<file path="src/rtl/trsa_pkg.sv">
// Shared widths, register indexes, state codes and character map for the toy RSA block.
package trsa_pkg;

    localparam int DATA_W = 16;
    localparam int CHAR_W = 7;
    localparam int P_W    = 8;

    localparam logic CFG_EXP = 1'b0;
    localparam logic CFG_MOD = 1'b1;

    localparam logic [DATA_W-1:0] EXP_RESET = 16'd3;
    localparam logic [DATA_W-1:0] MOD_RESET = 16'd15;

    localparam logic [DATA_W-1:0] CHAR_OFFSET = 16'd5;
    // ceil(2^21 / 31): exact quotient by 31 for any 16-bit value
    localparam logic [18:0]       CHAR_RECIP  = 19'd67651;
    localparam logic [CHAR_W-1:0] CHAR_A      = 7'd65;
    localparam logic [CHAR_W-1:0] CHAR_NEG    = 7'd60;

    typedef enum logic [24:0] {
        S_IDLE     = 25'h0000001,
        S_SF_INIT  = 25'h0000002,
        S_SF_LOOP  = 25'h0000004,
        S_SF_DIV1  = 25'h0000008,
        S_SF_CHK2  = 25'h0000010,
        S_SQRT     = 25'h0000020,
        S_FAC_CHK  = 25'h0000040,
        S_PHI      = 25'h0000080,
        S_GCD_INIT = 25'h0000100,
        S_GCD      = 25'h0000200,
        S_GCD_STEP = 25'h0000400,
        S_INV_R1   = 25'h0000800,
        S_INV_LOOP = 25'h0001000,
        S_INV_MUL  = 25'h0002000,
        S_INV_UPD  = 25'h0004000,
        S_BAD      = 25'h0008000,
        S_DEC      = 25'h0010000,
        S_POW_BASE = 25'h0020000,
        S_POW_LOOP = 25'h0040000,
        S_POW_ACCW = 25'h0080000,
        S_POW_SQW  = 25'h0100000,
        S_MAP      = 25'h0200000,
        S_OUT      = 25'h0400000,
        S_DIV      = 25'h0800000,
        S_SPARE    = 25'h1000000
    } t_state;

    function automatic logic [CHAR_W-1:0] char_of(input logic [4:0] t);
        logic [CHAR_W-1:0] c;
        c = CHAR_A + {2'b00, t};
        unique case (t)
            5'd26:   c = 7'd32;
            5'd27:   c = 7'd34;
            5'd28:   c = 7'd44;
            5'd29:   c = 7'd46;
            5'd30:   c = 7'd39;
            default: c = CHAR_A + {2'b00, t};
        endcase
        return c;
    endfunction

endpackage

</file>
<file path="src/rtl/trsa_in_if.sv">
// Input channel: one ciphertext item.
interface trsa_in_if;
    logic                          valid;
    logic                          ready;
    logic [trsa_pkg::DATA_W-1:0]   cipher_value;
    logic                          last_in;

    modport source (output valid, output cipher_value, output last_in, input ready);
    modport sink   (input valid, input cipher_value, input last_in, output ready);
endinterface

</file>
<file path="src/rtl/trsa_out_if.sv">
// Output channel: one decrypted item with the key in use.
interface trsa_out_if;
    logic                          valid;
    logic                          ready;
    logic                          key_valid;
    logic [trsa_pkg::DATA_W-1:0]   plain_value;
    logic [trsa_pkg::CHAR_W-1:0]   char_code;
    logic [trsa_pkg::P_W-1:0]      factor_small;
    logic [trsa_pkg::DATA_W-1:0]   factor_large;
    logic [trsa_pkg::DATA_W-1:0]   totient;
    logic [trsa_pkg::DATA_W-1:0]   private_exponent;
    logic                          last_out;

    modport source (output valid, output key_valid, output plain_value, output char_code,
                    output factor_small, output factor_large, output totient,
                    output private_exponent, output last_out, input ready);
    modport sink   (input valid, input key_valid, input plain_value, input char_code,
                    input factor_small, input factor_large, input totient,
                    input private_exponent, input last_out, output ready);
endinterface

</file>
<file path="src/rtl/toy_rsa_key_derive_and_decrypt.sv">
// Toy RSA key derivation and decryption top level.
// Decrypt: one item at a time on a shared 32/16 restoring divider; each private exponent bit
// costs a divide, and a set bit costs a second one.
// Key derivation after reset or a register write delays the next item; it runs trial
// division through the same divider.
// Synchronous active-low reset; the key is derived again on the first item after it.
module toy_rsa_key_derive_and_decrypt #(
    parameter int MOD_BITS = 16
) (
    input  logic                        i_clk,
    input  logic                        i_rst_n,
    input  logic                        i_cfg_we,
    input  logic                        i_cfg_idx,
    input  logic [trsa_pkg::DATA_W-1:0] i_cfg_data,
    trsa_in_if.sink                     i_in,
    trsa_out_if.source                  o_out
);

    localparam int MOD_W = (MOD_BITS < 16) ? MOD_BITS : 16;
    localparam logic [16:0] MASK17 = (17'd1 << MOD_W) - 17'd1;
    localparam logic [15:0] MOD_MASK = MASK17[15:0];

    trsa_pkg::t_state r_state, r_ret;

    logic [15:0] r_exp, r_mod;
    logic        r_key_ready, r_valid;
    logic [7:0]  r_p;
    logic [15:0] r_q, r_phi, r_d;

    logic [15:0] r_cipher;
    logic        r_last;

    logic [15:0] r_m;
    logic [8:0]  r_i;
    logic [7:0]  r_r;
    logic [15:0] r_a, r_b;
    logic signed [17:0] r_t0, r_t1;
    logic signed [19:0] r_prod;
    logic [15:0] r_acc, r_base, r_ex;
    logic [6:0]  r_code;

    logic [31:0] r_dquo;
    logic [15:0] r_drem, r_dden;
    logic [4:0]  r_dcnt;

    logic        r_out_valid, r_o_key_valid, r_o_last;
    logic [15:0] r_o_plain, r_o_q, r_o_phi, r_o_d;
    logic [6:0]  r_o_code;
    logic [7:0]  r_o_p;

    logic signed [18:0] mul_a, mul_b;
    logic signed [37:0] mul_p;
    logic [16:0] rem_sh;
    logic [17:0] dif;
    logic        ge;
    logic [15:0] sf_m;
    logic [8:0]  r_inc;
    logic [7:0]  p_try;
    logic signed [18:0] dsum;
    logic [15:0] map_x;
    logic [11:0] map_q;
    logic [16:0] map_m31;
    logic [16:0] map_d;

    always_comb begin
        r_inc = {1'b0, r_r} + 9'd1;
        map_x = r_acc - trsa_pkg::CHAR_OFFSET;
        mul_a = '0;
        mul_b = '0;
        unique case (r_state)
            trsa_pkg::S_SF_LOOP: begin
                mul_a = {10'b0, r_i};
                mul_b = {10'b0, r_i};
            end
            trsa_pkg::S_SQRT: begin
                mul_a = {10'b0, r_inc};
                mul_b = {10'b0, r_inc};
            end
            trsa_pkg::S_PHI: begin
                mul_a = {11'b0, r_p - 8'd1};
                mul_b = {3'b0, r_q - 16'd1};
            end
            trsa_pkg::S_INV_MUL: begin
                mul_a = {3'b0, r_dquo[15:0]};
                mul_b = {r_t1[17], r_t1};
            end
            trsa_pkg::S_POW_LOOP: begin
                mul_a = r_ex[0] ? {3'b0, r_acc} : {3'b0, r_base};
                mul_b = {3'b0, r_base};
            end
            trsa_pkg::S_POW_ACCW: begin
                mul_a = {3'b0, r_base};
                mul_b = {3'b0, r_base};
            end
            trsa_pkg::S_MAP: begin
                mul_a = {3'b0, map_x};
                mul_b = trsa_pkg::CHAR_RECIP;
            end
            default: begin
                mul_a = '0;
                mul_b = '0;
            end
        endcase
        mul_p   = mul_a * mul_b;
        map_q   = mul_p[32:21];
        map_m31 = {map_q, 5'b0} - {5'b0, map_q};
        map_d   = {1'b0, map_x} - map_m31;
        rem_sh  = {r_drem, r_dquo[31]};
        dif     = {1'b0, rem_sh} - {2'b00, r_dden};
        ge      = ~dif[17];
        sf_m    = r_mod[0] ? r_mod : {1'b0, r_mod[15:1]};
        p_try   = r_r[0] ? r_r : r_r - 8'd1;
        dsum    = 19'(r_t0) + $signed({3'b0, r_phi});
    end

    always_ff @(posedge i_clk) begin
        if (!i_rst_n) begin
            r_state     <= trsa_pkg::S_IDLE;
            r_ret       <= trsa_pkg::S_IDLE;
            r_exp       <= trsa_pkg::EXP_RESET;
            r_mod       <= trsa_pkg::MOD_RESET & MOD_MASK;
            r_key_ready <= 1'b0;
            r_valid     <= 1'b0;
            r_p         <= '0;
            r_q         <= '0;
            r_phi       <= '0;
            r_d         <= '0;
            r_out_valid <= 1'b0;
            r_drem      <= '0;
            r_dcnt      <= '0;
        end else begin
            if (i_cfg_we) begin
                if (i_cfg_idx == trsa_pkg::CFG_EXP) begin
                    r_exp <= i_cfg_data;
                end else begin
                    r_mod <= i_cfg_data & MOD_MASK;
                end
                r_key_ready <= 1'b0;
            end
            if (r_out_valid && o_out.ready && r_state != trsa_pkg::S_OUT) begin
                r_out_valid <= 1'b0;
            end
            if (r_state != trsa_pkg::S_DIV) begin
                r_drem <= '0;
                r_dcnt <= '0;
            end
            unique case (r_state)
                trsa_pkg::S_IDLE: begin
                    if (i_in.valid) begin
                        r_cipher <= i_in.cipher_value;
                        r_last   <= i_in.last_in;
                        r_state  <= r_key_ready ? trsa_pkg::S_DEC : trsa_pkg::S_SF_INIT;
                    end
                end
                trsa_pkg::S_SF_INIT: begin
                    r_valid <= 1'b0;
                    r_m     <= sf_m;
                    r_i     <= 9'd3;
                    r_state <= sf_m[0] ? trsa_pkg::S_SF_LOOP : trsa_pkg::S_BAD;
                end
                trsa_pkg::S_SF_LOOP: begin
                    if (mul_p[18:0] <= {3'b0, r_m}) begin
                        r_dquo  <= {16'b0, r_m};
                        r_dden  <= {7'b0, r_i};
                        r_ret   <= trsa_pkg::S_SF_DIV1;
                        r_state <= trsa_pkg::S_DIV;
                    end else begin
                        r_r     <= '0;
                        r_state <= trsa_pkg::S_SQRT;
                    end
                end
                trsa_pkg::S_SF_DIV1: begin
                    if (r_drem == '0) begin
                        r_m     <= r_dquo[15:0];
                        r_dquo  <= {16'b0, r_dquo[15:0]};
                        r_ret   <= trsa_pkg::S_SF_CHK2;
                        r_state <= trsa_pkg::S_DIV;
                    end else begin
                        r_i     <= r_i + 9'd2;
                        r_state <= trsa_pkg::S_SF_LOOP;
                    end
                end
                trsa_pkg::S_SF_CHK2: begin
                    if (r_drem == '0) begin
                        r_state <= trsa_pkg::S_BAD;
                    end else begin
                        r_i     <= r_i + 9'd2;
                        r_state <= trsa_pkg::S_SF_LOOP;
                    end
                end
                trsa_pkg::S_SQRT: begin
                    if (mul_p[18:0] <= {3'b0, r_mod}) begin
                        r_r <= r_inc[7:0];
                    end else begin
                        r_p     <= p_try;
                        r_dquo  <= {16'b0, r_mod};
                        r_dden  <= {8'b0, p_try};
                        r_ret   <= trsa_pkg::S_FAC_CHK;
                        r_state <= trsa_pkg::S_DIV;
                    end
                end
                trsa_pkg::S_FAC_CHK: begin
                    if (r_drem != '0) begin
                        r_p     <= r_p - 8'd2;
                        r_dquo  <= {16'b0, r_mod};
                        r_dden  <= {8'b0, r_p - 8'd2};
                        r_ret   <= trsa_pkg::S_FAC_CHK;
                        r_state <= trsa_pkg::S_DIV;
                    end else begin
                        r_q     <= r_dquo[15:0];
                        r_state <= ({8'b0, r_p} == r_dquo[15:0]) ? trsa_pkg::S_BAD
                                                                  : trsa_pkg::S_PHI;
                    end
                end
                trsa_pkg::S_PHI: begin
                    r_phi   <= mul_p[15:0];
                    r_state <= trsa_pkg::S_GCD_INIT;
                end
                trsa_pkg::S_GCD_INIT: begin
                    r_a     <= r_exp;
                    r_b     <= r_phi;
                    r_state <= (r_exp == '0 || r_phi < 16'd2) ? trsa_pkg::S_BAD
                                                              : trsa_pkg::S_GCD;
                end
                trsa_pkg::S_GCD: begin
                    if (r_b == '0) begin
                        if (r_a == 16'd1) begin
                            r_dquo  <= {16'b0, r_exp};
                            r_dden  <= r_phi;
                            r_ret   <= trsa_pkg::S_INV_R1;
                            r_state <= trsa_pkg::S_DIV;
                        end else begin
                            r_state <= trsa_pkg::S_BAD;
                        end
                    end else begin
                        r_dquo  <= {16'b0, r_a};
                        r_dden  <= r_b;
                        r_ret   <= trsa_pkg::S_GCD_STEP;
                        r_state <= trsa_pkg::S_DIV;
                    end
                end
                trsa_pkg::S_GCD_STEP: begin
                    r_a     <= r_b;
                    r_b     <= r_drem;
                    r_state <= trsa_pkg::S_GCD;
                end
                trsa_pkg::S_INV_R1: begin
                    r_a     <= r_phi;
                    r_b     <= r_drem;
                    r_t0    <= '0;
                    r_t1    <= 18'sd1;
                    r_state <= trsa_pkg::S_INV_LOOP;
                end
                trsa_pkg::S_INV_LOOP: begin
                    if (r_b == '0) begin
                        r_d         <= r_t0[17] ? dsum[15:0] : r_t0[15:0];
                        r_valid     <= 1'b1;
                        r_key_ready <= 1'b1;
                        r_state     <= trsa_pkg::S_DEC;
                    end else begin
                        r_dquo  <= {16'b0, r_a};
                        r_dden  <= r_b;
                        r_ret   <= trsa_pkg::S_INV_MUL;
                        r_state <= trsa_pkg::S_DIV;
                    end
                end
                trsa_pkg::S_INV_MUL: begin
                    r_prod  <= mul_p[19:0];
                    r_a     <= r_b;
                    r_b     <= r_drem;
                    r_state <= trsa_pkg::S_INV_UPD;
                end
                trsa_pkg::S_INV_UPD: begin
                    r_t0    <= r_t1;
                    r_t1    <= 18'(20'(r_t0) - r_prod);
                    r_state <= trsa_pkg::S_INV_LOOP;
                end
                trsa_pkg::S_BAD: begin
                    r_valid     <= 1'b0;
                    r_p         <= '0;
                    r_q         <= '0;
                    r_phi       <= '0;
                    r_d         <= '0;
                    r_key_ready <= 1'b1;
                    r_state     <= trsa_pkg::S_DEC;
                end
                trsa_pkg::S_DEC: begin
                    if (r_valid) begin
                        r_acc   <= 16'd1;
                        r_ex    <= r_d;
                        r_dquo  <= {16'b0, r_cipher};
                        r_dden  <= r_mod;
                        r_ret   <= trsa_pkg::S_POW_BASE;
                        r_state <= trsa_pkg::S_DIV;
                    end else begin
                        r_acc   <= '0;
                        r_code  <= '0;
                        r_state <= trsa_pkg::S_OUT;
                    end
                end
                trsa_pkg::S_POW_BASE: begin
                    r_base  <= r_drem;
                    r_state <= trsa_pkg::S_POW_LOOP;
                end
                trsa_pkg::S_POW_LOOP: begin
                    if (r_ex == '0) begin
                        if (r_acc < trsa_pkg::CHAR_OFFSET) begin
                            r_code  <= trsa_pkg::CHAR_NEG + r_acc[6:0];
                            r_state <= trsa_pkg::S_OUT;
                        end else begin
                            r_state <= trsa_pkg::S_MAP;
                        end
                    end else begin
                        r_dquo  <= mul_p[31:0];
                        r_dden  <= r_mod;
                        r_ret   <= r_ex[0] ? trsa_pkg::S_POW_ACCW : trsa_pkg::S_POW_SQW;
                        r_state <= trsa_pkg::S_DIV;
                    end
                end
                trsa_pkg::S_POW_ACCW: begin
                    r_acc   <= r_drem;
                    r_dquo  <= mul_p[31:0];
                    r_dden  <= r_mod;
                    r_ret   <= trsa_pkg::S_POW_SQW;
                    r_state <= trsa_pkg::S_DIV;
                end
                trsa_pkg::S_POW_SQW: begin
                    r_base  <= r_drem;
                    r_ex    <= {1'b0, r_ex[15:1]};
                    r_state <= trsa_pkg::S_POW_LOOP;
                end
                trsa_pkg::S_MAP: begin
                    r_code  <= trsa_pkg::char_of(map_d[4:0]);
                    r_state <= trsa_pkg::S_OUT;
                end
                trsa_pkg::S_OUT: begin
                    if (!r_out_valid || o_out.ready) begin
                        r_out_valid   <= 1'b1;
                        r_o_key_valid <= r_valid;
                        r_o_plain     <= r_acc;
                        r_o_code      <= r_code;
                        r_o_p         <= r_p;
                        r_o_q         <= r_q;
                        r_o_phi       <= r_phi;
                        r_o_d         <= r_d;
                        r_o_last      <= r_last;
                        r_state       <= trsa_pkg::S_IDLE;
                    end
                end
                trsa_pkg::S_DIV: begin
                    r_drem <= ge ? dif[15:0] : rem_sh[15:0];
                    r_dquo <= {r_dquo[30:0], ge};
                    r_dcnt <= r_dcnt + 5'd1;
                    if (r_dcnt == 5'd31) begin
                        r_state <= r_ret;
                    end
                end
                default: begin
                    r_state <= trsa_pkg::S_IDLE;
                end
            endcase
        end
    end

    assign i_in.ready             = (r_state == trsa_pkg::S_IDLE);
    assign o_out.valid            = r_out_valid;
    assign o_out.key_valid        = r_o_key_valid;
    assign o_out.plain_value      = r_o_plain;
    assign o_out.char_code        = r_o_code;
    assign o_out.factor_small     = r_o_p;
    assign o_out.factor_large     = r_o_q;
    assign o_out.totient          = r_o_phi;
    assign o_out.private_exponent = r_o_d;
    assign o_out.last_out         = r_o_last;

endmodule

</file>
<file path="src/flat_wrapper.sv">
// flat-port wrapper written by rule: the top's interface ports become plain ports
module toy_rsa_key_derive_and_decrypt_flat 
#(
    parameter int MOD_BITS = 16
)
  (i_clk, i_rst_n, i_cfg_we, i_cfg_idx, i_cfg_data, i_in_valid, i_in_cipher_value, i_in_last_in, i_in_ready, o_out_valid, o_out_key_valid, o_out_plain_value, o_out_char_code, o_out_factor_small, o_out_factor_large, o_out_totient, o_out_private_exponent, o_out_last_out, o_out_ready);
  trsa_in_if i_in_i ();
  trsa_out_if o_out_i ();
  input  logic i_clk;
  input  logic i_rst_n;
  input  logic i_cfg_we;
  input  logic i_cfg_idx;
  input  logic [trsa_pkg::DATA_W-1:0] i_cfg_data;
  input wire logic [$bits(i_in_i.valid)-1:0] i_in_valid;
  input wire logic [$bits(i_in_i.cipher_value)-1:0] i_in_cipher_value;
  input wire logic [$bits(i_in_i.last_in)-1:0] i_in_last_in;
  output wire logic [$bits(i_in_i.ready)-1:0] i_in_ready;
  output wire logic [$bits(o_out_i.valid)-1:0] o_out_valid;
  output wire logic [$bits(o_out_i.key_valid)-1:0] o_out_key_valid;
  output wire logic [$bits(o_out_i.plain_value)-1:0] o_out_plain_value;
  output wire logic [$bits(o_out_i.char_code)-1:0] o_out_char_code;
  output wire logic [$bits(o_out_i.factor_small)-1:0] o_out_factor_small;
  output wire logic [$bits(o_out_i.factor_large)-1:0] o_out_factor_large;
  output wire logic [$bits(o_out_i.totient)-1:0] o_out_totient;
  output wire logic [$bits(o_out_i.private_exponent)-1:0] o_out_private_exponent;
  output wire logic [$bits(o_out_i.last_out)-1:0] o_out_last_out;
  input wire logic [$bits(o_out_i.ready)-1:0] o_out_ready;
  assign i_in_i.valid = i_in_valid;
  assign i_in_i.cipher_value = i_in_cipher_value;
  assign i_in_i.last_in = i_in_last_in;
  assign i_in_ready = i_in_i.ready;
  assign o_out_valid = o_out_i.valid;
  assign o_out_key_valid = o_out_i.key_valid;
  assign o_out_plain_value = o_out_i.plain_value;
  assign o_out_char_code = o_out_i.char_code;
  assign o_out_factor_small = o_out_i.factor_small;
  assign o_out_factor_large = o_out_i.factor_large;
  assign o_out_totient = o_out_i.totient;
  assign o_out_private_exponent = o_out_i.private_exponent;
  assign o_out_last_out = o_out_i.last_out;
  assign o_out_i.ready = o_out_ready;
  toy_rsa_key_derive_and_decrypt #(.MOD_BITS(MOD_BITS)) u_core (.i_clk(i_clk), .i_rst_n(i_rst_n), .i_cfg_we(i_cfg_we), .i_cfg_idx(i_cfg_idx), .i_cfg_data(i_cfg_data), .i_in(i_in_i), .o_out(o_out_i));
endmodule
</file>
<file path="config.mk">
export PLATFORM = sky130hd
export DESIGN_NAME = toy_rsa_key_derive_and_decrypt_flat
export DESIGN_NICKNAME = d
export VERILOG_FILES = /design/src/rtl/trsa_pkg.sv /design/src/rtl/trsa_in_if.sv /design/src/rtl/trsa_out_if.sv /design/src/rtl/toy_rsa_key_derive_and_decrypt.sv /design/src/flat_wrapper.sv
export SDC_FILE = /design/constraint.sdc
export NUM_CORES = 2
export LEC_CHECK = 0
export ABC_AREA = 1
export BUFFER_PORTS_ARGS = -buffer_cell sky130_fd_sc_hd__buf_4
export CORE_MARGIN = 1
export CORE_UTILIZATION = 35
export DETAILED_ROUTE_END_ITERATION = 6
export MAX_ROUTING_LAYER = met4
export PLACE_DENSITY = 0.57
export REMOVE_ABC_BUFFERS = 1
export SLEW_MARGIN = 15
export SYNTH_ARGS = -nofsm -noshare
export SYNTH_HDL_FRONTEND = slang
export SYNTH_SLANG_ARGS = --single-unit
</file>
<file path="constraint.sdc">
create_clock -name i_clk -period 10.2 [get_ports i_clk]
set_clock_uncertainty 0.15 [all_clocks]
set_input_delay 3.06 -clock i_clk [delete_from_list [all_inputs] [get_ports i_clk]]
set_output_delay 3.06 -clock i_clk [all_outputs]
set_load 0.05 [all_outputs]
</file>
Word level (Yosys, flattened, before mapping)
Index checks and enable logic that the tools add are counted.
{ "word_totals": {"inputBits": 39, "elab_cells": 270, "output_inout_bits": 83, "ff_bits": 482} }
{ "op_classes": {"reduce_logical": 60, "mul": 1, "add_sub_neg": 15, "n_eq_ne": 53, "n_mux": 96, "n_bitwise": 3, "magnitude_cmp": 4} }
{ "ops": {"columns": ["cell", "n"], "rows": [
  ["$pmux W25 S22", 1],
  ["$mux W16", 22],
  ["$mux W25", 14],
  ["$pmux W32 S10", 1],
  ["$mux W32", 9],
  ["$pmux W25 S9", 1],
  ["$pmux W16 S2", 7],
  ["$mux W24", 7],
  ["$pmux W16 S8", 1],
  ["$pmux W19 S6", 1],
  ["$pmux W16 S7", 1],
  ["$pmux W18 S2", 2],
  ["$logic_not A16 Y1", 4],
  ["$pmux W16 S3", 1],
  ["$mux W8", 5],
  ["$le A19 B16 Y1", 2],
  ["$pmux W7 S5", 1],
  ["$mul A17 B19 Y32", 1],
  ["$eq A5 B5 Y1 const B", 6],
  ["$eq A25 B1 Y1 const B", 1],
  ["$eq A25 B10 Y1 const B", 1],
  ["$eq A25 B11 Y1 const B", 1],
  ["$eq A25 B12 Y1 const B", 1],
  ["$eq A25 B13 Y1 const B", 1],
  ["72 further kinds", 140]
]} }

Longest topological paths before layout
{ "depth": {"ltp_word": 9, "mapped_depth": 52, "mapped_depth_nobuf": 51} }

Least setup slack after synthesis
OpenSTA, ideal clock, no wires.
{ "synth_path": {"path_kind": "input -> register", "start": "in i_rst_n", "end": "reg u_core.r_o_code[0], in the netlist u_core.o_out.char_code[0] (enable)", "n_path_buf": 2, "arrival_ns": 9.283, "setup_slack_ns": 0.148, "setup_time_ns": 0.620, "path_stages": 4, "required_ns": 9.430, "cell_sequence": "clkbuf_1 > clkinv_1 > clkbuf_1 > nor3_1"} }
{ "synth_via": {"elab_chain_cells": 1} }
{ "synth_rtl": {"columns": ["element", "line", "source"], "rows": [
  ["start: declaration", "flat_wrapper.sv:10", "input logic i_rst_n;"],
  ["$reduce_and A3 Y1 (no line)", null, null],
  ["end signal: assignment", "toy_rsa_key_derive_and_decrypt.sv:341", "r_o_code <= r_code;"],
  ["end: declaration", "toy_rsa_key_derive_and_decrypt.sv:48", "logic [6:0] r_o_code;"]
]} }
No other way between the ends.
A chain may end at the register's enable or synchronous reset.

Worst setup path after layout
{ "layout_path": {"start": "reg u_core.r_p[1]", "end": "reg u_core.r_dquo[19] (enable)"} }
{ "layout_via": {"elab_chain_cells": 6, "word_cells_on_any_way": 8, "classes_between": "1 x add/sub; 1 x mul; 2 x order compare; 2 x eq/ne; 1 x mux; 1 x reduce/logical"} }
{ "layout_rtl": {"columns": ["element", "line", "source"], "rows": [
  ["start: declaration", "toy_rsa_key_derive_and_decrypt.sv:27", "logic [7:0] r_p;"],
  ["start signal: assignment", "toy_rsa_key_derive_and_decrypt.sv:195", "r_p <= p_try;"],
  ["start signal: assignment", "toy_rsa_key_derive_and_decrypt.sv:204", "r_p <= r_p - 8'd2;"],
  ["$sub A8 B1 Y8 *", "toy_rsa_key_derive_and_decrypt.sv:80", "mul_a = {11'b0, r_p - 8'd1};"],
  ["$pmux W16 S7 *", "toy_rsa_key_derive_and_decrypt.sv:70", "unique case (r_state)"],
  ["$mul A17 B19 Y32 *", "toy_rsa_key_derive_and_decrypt.sv:104", "mul_p = mul_a * mul_b;"],
  ["named net u_core.mul_p[14]", "toy_rsa_key_derive_and_decrypt.sv:52", "logic signed [37:0] mul_p;"],
  ["$le A19 B16 Y1, on equally long branches", "toy_rsa_key_derive_and_decrypt.sv:192, toy_rsa_key_derive_and_decrypt.sv:162", null],
  ["$ne A2 B2 Y1 (no line) or $ne A2 B1 Y1 (tied branches)", null, null],
  ["$reduce_and A10 Y1 (no line) *", null, null],
  ["end signal: assignment", "toy_rsa_key_derive_and_decrypt.sv:196", "r_dquo <= {16'b0, r_mod};"],
  ["end signal: assignment", "toy_rsa_key_derive_and_decrypt.sv:205", "r_dquo <= {16'b0, r_mod};"],
  ["end signal: assignment", "toy_rsa_key_derive_and_decrypt.sv:228", "r_dquo <= {16'b0, r_exp};"],
  ["end: declaration", "toy_rsa_key_derive_and_decrypt.sv:42", "logic [31:0] r_dquo;"]
]} }
The timed path passes the listed nets; every way through them passes the cells marked *.

==> flow_summary_export.csv <==
group,metric,value,unit
run_status,status,"finished, final reports clean",
detailed_routing,vias,30300,
timing,hold-worst-slack,0.271,ns
detailed_routing,drcViolationCount,0,
worst_setup_path,required,10.36,ns
timing,fmax,102,MHz
timing,rsz0062_at_grt,"false",
detailed_routing,avgViaCountPerCell,5.25,
finish,drive_above_1_share,0.113,
power_and_ir_drop,p_leak,18.5,nW
clock_network,clockBufferDepth,3,
worst_setup_path,slowest_stage,"fa_1",
place,routabilityCongestion,1.01,
logic_synthesis,ys_ff_latch,465,
worst_setup_path,crit_path_end_kind,"flip-flop",
worst_setup_path,worstPathMaxFanout,17,
detailed_routing,routed-wl-met3,10.1,mm
clock_network,clk_pin_slew_worst_paths,0.07,ns
timing,final-hold-violation-count,0,
die,start_util,0.354,
grt,grt_use_total,0.258,
timing,finalSetupTns,0,ns
worst_setup_path,cpMostUsedCell,"nand2_1",
detailed_routing,wl_met2,57.6,mm
power_and_ir_drop,ir_worst_vdd,0.163,mV
logic_synthesis,synth_cells,4219,
grt,grt_max_degree,63,
die,core_area,102000,um^2
grt,grt_pass1_vias,29500,
power_and_ir_drop,power.total,4.48,mW
worst_setup_path,r2r_end,"u_core.r_dquo[19]$_SDFFCE_PP0P_",
die,num_rows,117,
logic_synthesis,synth_flop_cell,"edfxtp_1",
place,hpwl,103,mm
power_and_ir_drop,power_density,110,nW/um^2
clock_network,cts-root-buf,"clkbuf_16",
detailed_routing,drtAntennaViolNets,0,
hold_path,hold_path.class,"reg2reg",
timing,setup_viol,0,
die,dieWidth,323,um
logic_synthesis,synthArstFlopShare,0,
logic_synthesis,yosysSeqAreaShare,0.346,
worst_setup_path,r2r-start,"u_core.r_p[1]$_SDFFE_PN0P_",
logic_synthesis,synth.top_cell.area_share,0.265,
logic_synthesis,syn_avg_cell_area,8.56,um^2
finish,mostFrequentLayoutCell,"inv_1",
worst_setup_path,r2r_setup_slack,0.42,ns
worst_setup_path,critPathMaxStageDelay,0.56,ns
die,chipHeight,323,um
detailed_routing,wl_per_cell,22.3,um
detailed_routing,firstDrtPassIters,6,
timing,period_needed,9.78,ns
worst_setup_path,reg2regPathDepth,41,
finish,finish.utilization,0.400,
detailed_routing,drt-total-wl,129,mm
die,die-area,104000,um^2
finish,layout_common_cells,"823 x inv_1, 807 x nand2_1, 376 x nor2_1",
timing,slew_viol_final,0,
logic_synthesis,synthTopCellsByArea,"edfxtp_1 27%, fa_1 15%, inv_1 8.6%, nand2_1 8.4%, dfxtp_1 8.1%",
worst_setup_path,crit_path_start_kind,"flip-flop",
grt,grt_overflow,0,
worst_setup_path,critPathArrivalTime,9.95,ns
logic_synthesis,synth_warnings,0,
timing,tightest_slew,1.10,ns
worst_setup_path,crit_type,"reg2reg",
timing,relSlewSlack,0.263,
clock_network,cts.sinks,465,
clock_network,clkLatencyLatePin,0.70,ns
clock_network,cts_tree,"done",
logic_synthesis,synth_area,36100,um^2
place,dp_cells,5663,
grt,antenna_found_initial,2,
finish,nets,4856,
logic_synthesis,synth_edf_count,319,
finish,layout.cells.non_filler,5774,
worst_setup_path,startpoint,"u_core.r_p[1]$_SDFFE_PN0P_",
timing,min_period_over_period,0.959,
clock_network,htreeDepth,2,
grt,grt_pass1_wl,192,mm
detailed_routing,wl_met1,55.2,mm
logic_synthesis,yosys.area.top_type,"edfxtp_1",
clock_network,numCtsBuffers,55,
detailed_routing,drt_iter0_markers,3119,
worst_setup_path,critPathCapture,"u_core.r_dquo[19]$_SDFFCE_PP0P_",
die,pin_count,122,
flow_run,cap_violations,0,
place,portBuffers,121,
finish,area_delta_synth_final,13.2,%
detailed_routing,top_layer_used,"met4",
logic_synthesis,yosysUniqueCellTypes,83,
layer usage:
metal	vias up	global-route usage
met3	296	0.0351
met1	14700	0.345
met2	1303	0.392
li1	13900	-
met4	0	0.103
met5	-	-
layout make-up:
cell class / instances / area (um^2)
Inverter: 875 / 3320
Sequential cell: 465 / 12500
Timing Repair Buffer: 198 / 1550
Clock buffer: 73 / 1620
Antenna cell: 1 / 2.50
Fill cell: 10300 / 61200
Multi-Input combinational cell: 2763 / 19800
Clock inverter: 31 / 348
Tap cell: 1368 / 1710
stage by stage:
| stage | cell area [um^2] | setup WS, ns |
|---|---|---|
| 3_5_place_dp | 38700 | 0.0968 |
| 3_3_place_gp | 38700 | 0.0766 |
| 4_1_cts | 40700 | 0.00428 |
| 5_1_grt | 40900 | 0.000985 |
| 6_report | 40900 | 0.419 |
| 2_1_floorplan | 35500 | -0.738 |
critical path: cells and delay by family (launching register included):
| family | cells | cell delay [ns] |
|---|---|---|
| compound gates | 6 | 1.28 |
| simple gates | 17 | 2.38 |
| xor+xnor | 1 | 0.31 |
| buf+inv | 8 | 1.17 |
| fa+ha+maj | 9 | 3.75 |
| flops | 1 | 0.37 |
synth_stat cells (all sizes together), types with 31 or more instances:
cell	instances
nand2	840
nor2	417
edfxtp	319
xor2	57
buf	71
fa	277
o211ai	43
a21oi	233
nand3	130
ha	182
inv	870
dfxtp	146
xnor2	34
o21ai	207
clkbuf	45
nor3	53
nand4	52
o22ai	31
logic make-up after synthesis:
| group | share of synthesized area |
|---|---|
| and+or+nand+nor | 0.191 |
| buffers and inverters | 0.109 |
| AOI/OAI and AO/OA | 0.115 |
| DFF | 0.346 |
| adders and majority gates | 0.217 |
| xor gates and xnor gates | 0.0221 |
sequential cells by signal, indices dropped and copies added, names as in the netlist, 18 cells and up:
register / cells
u_core.r_t1: 18
u_core.r_t0: 18
u_core.r_state: 24
u_core.r_dquo: 32
u_core.r_prod: 18
power by group:
group / leakage, nW / switching, mW / internal [mW] / total [mW]
clock: 0.970 / 0.893 / 1.23 / 2.12
sequential: 4.17 / 0.0220 / 2.03 / 2.05
combinational: 13.4 / 0.215 / 0.0889 / 0.304
worst min-delay path by stage:
| stage | startpoint | to | slack, ns | depth (start not counted) |
|---|---|---|---|---|
| 2_1_floorplan | u_core.r_code[0]$_SDFFCE_PN0P_ | u_core.o_out.char_code[0]$_DFFE_PP_ | 0.25 | 0 |
| 3_3_place_gp | u_core.r_last$_DFFE_PP_ | u_core.o_out.last_out$_DFFE_PP_ | 0.25 | 0 |
| 3_5_place_dp | u_core.r_last$_DFFE_PP_ | u_core.o_out.last_out$_DFFE_PP_ | 0.26 | 0 |
| 4_1_cts | u_core.r_last$_DFFE_PP_ | u_core.o_out.last_out$_DFFE_PP_ | 0.28 | 0 |
| 5_1_grt | u_core.r_last$_DFFE_PP_ | u_core.o_out.last_out$_DFFE_PP_ | 0.30 | 0 |
| 6_report | u_core.r_last$_DFFE_PP_ | u_core.o_out.last_out$_DFFE_PP_ | 0.27 | 0 |
timing repair:
action	in CTS	in global routing
resized for setup	0	26
buffers inserted	0	6
setup endpoints to repair	0	70
hold buffers	0	0
Power figures use the tool's default switching activity.
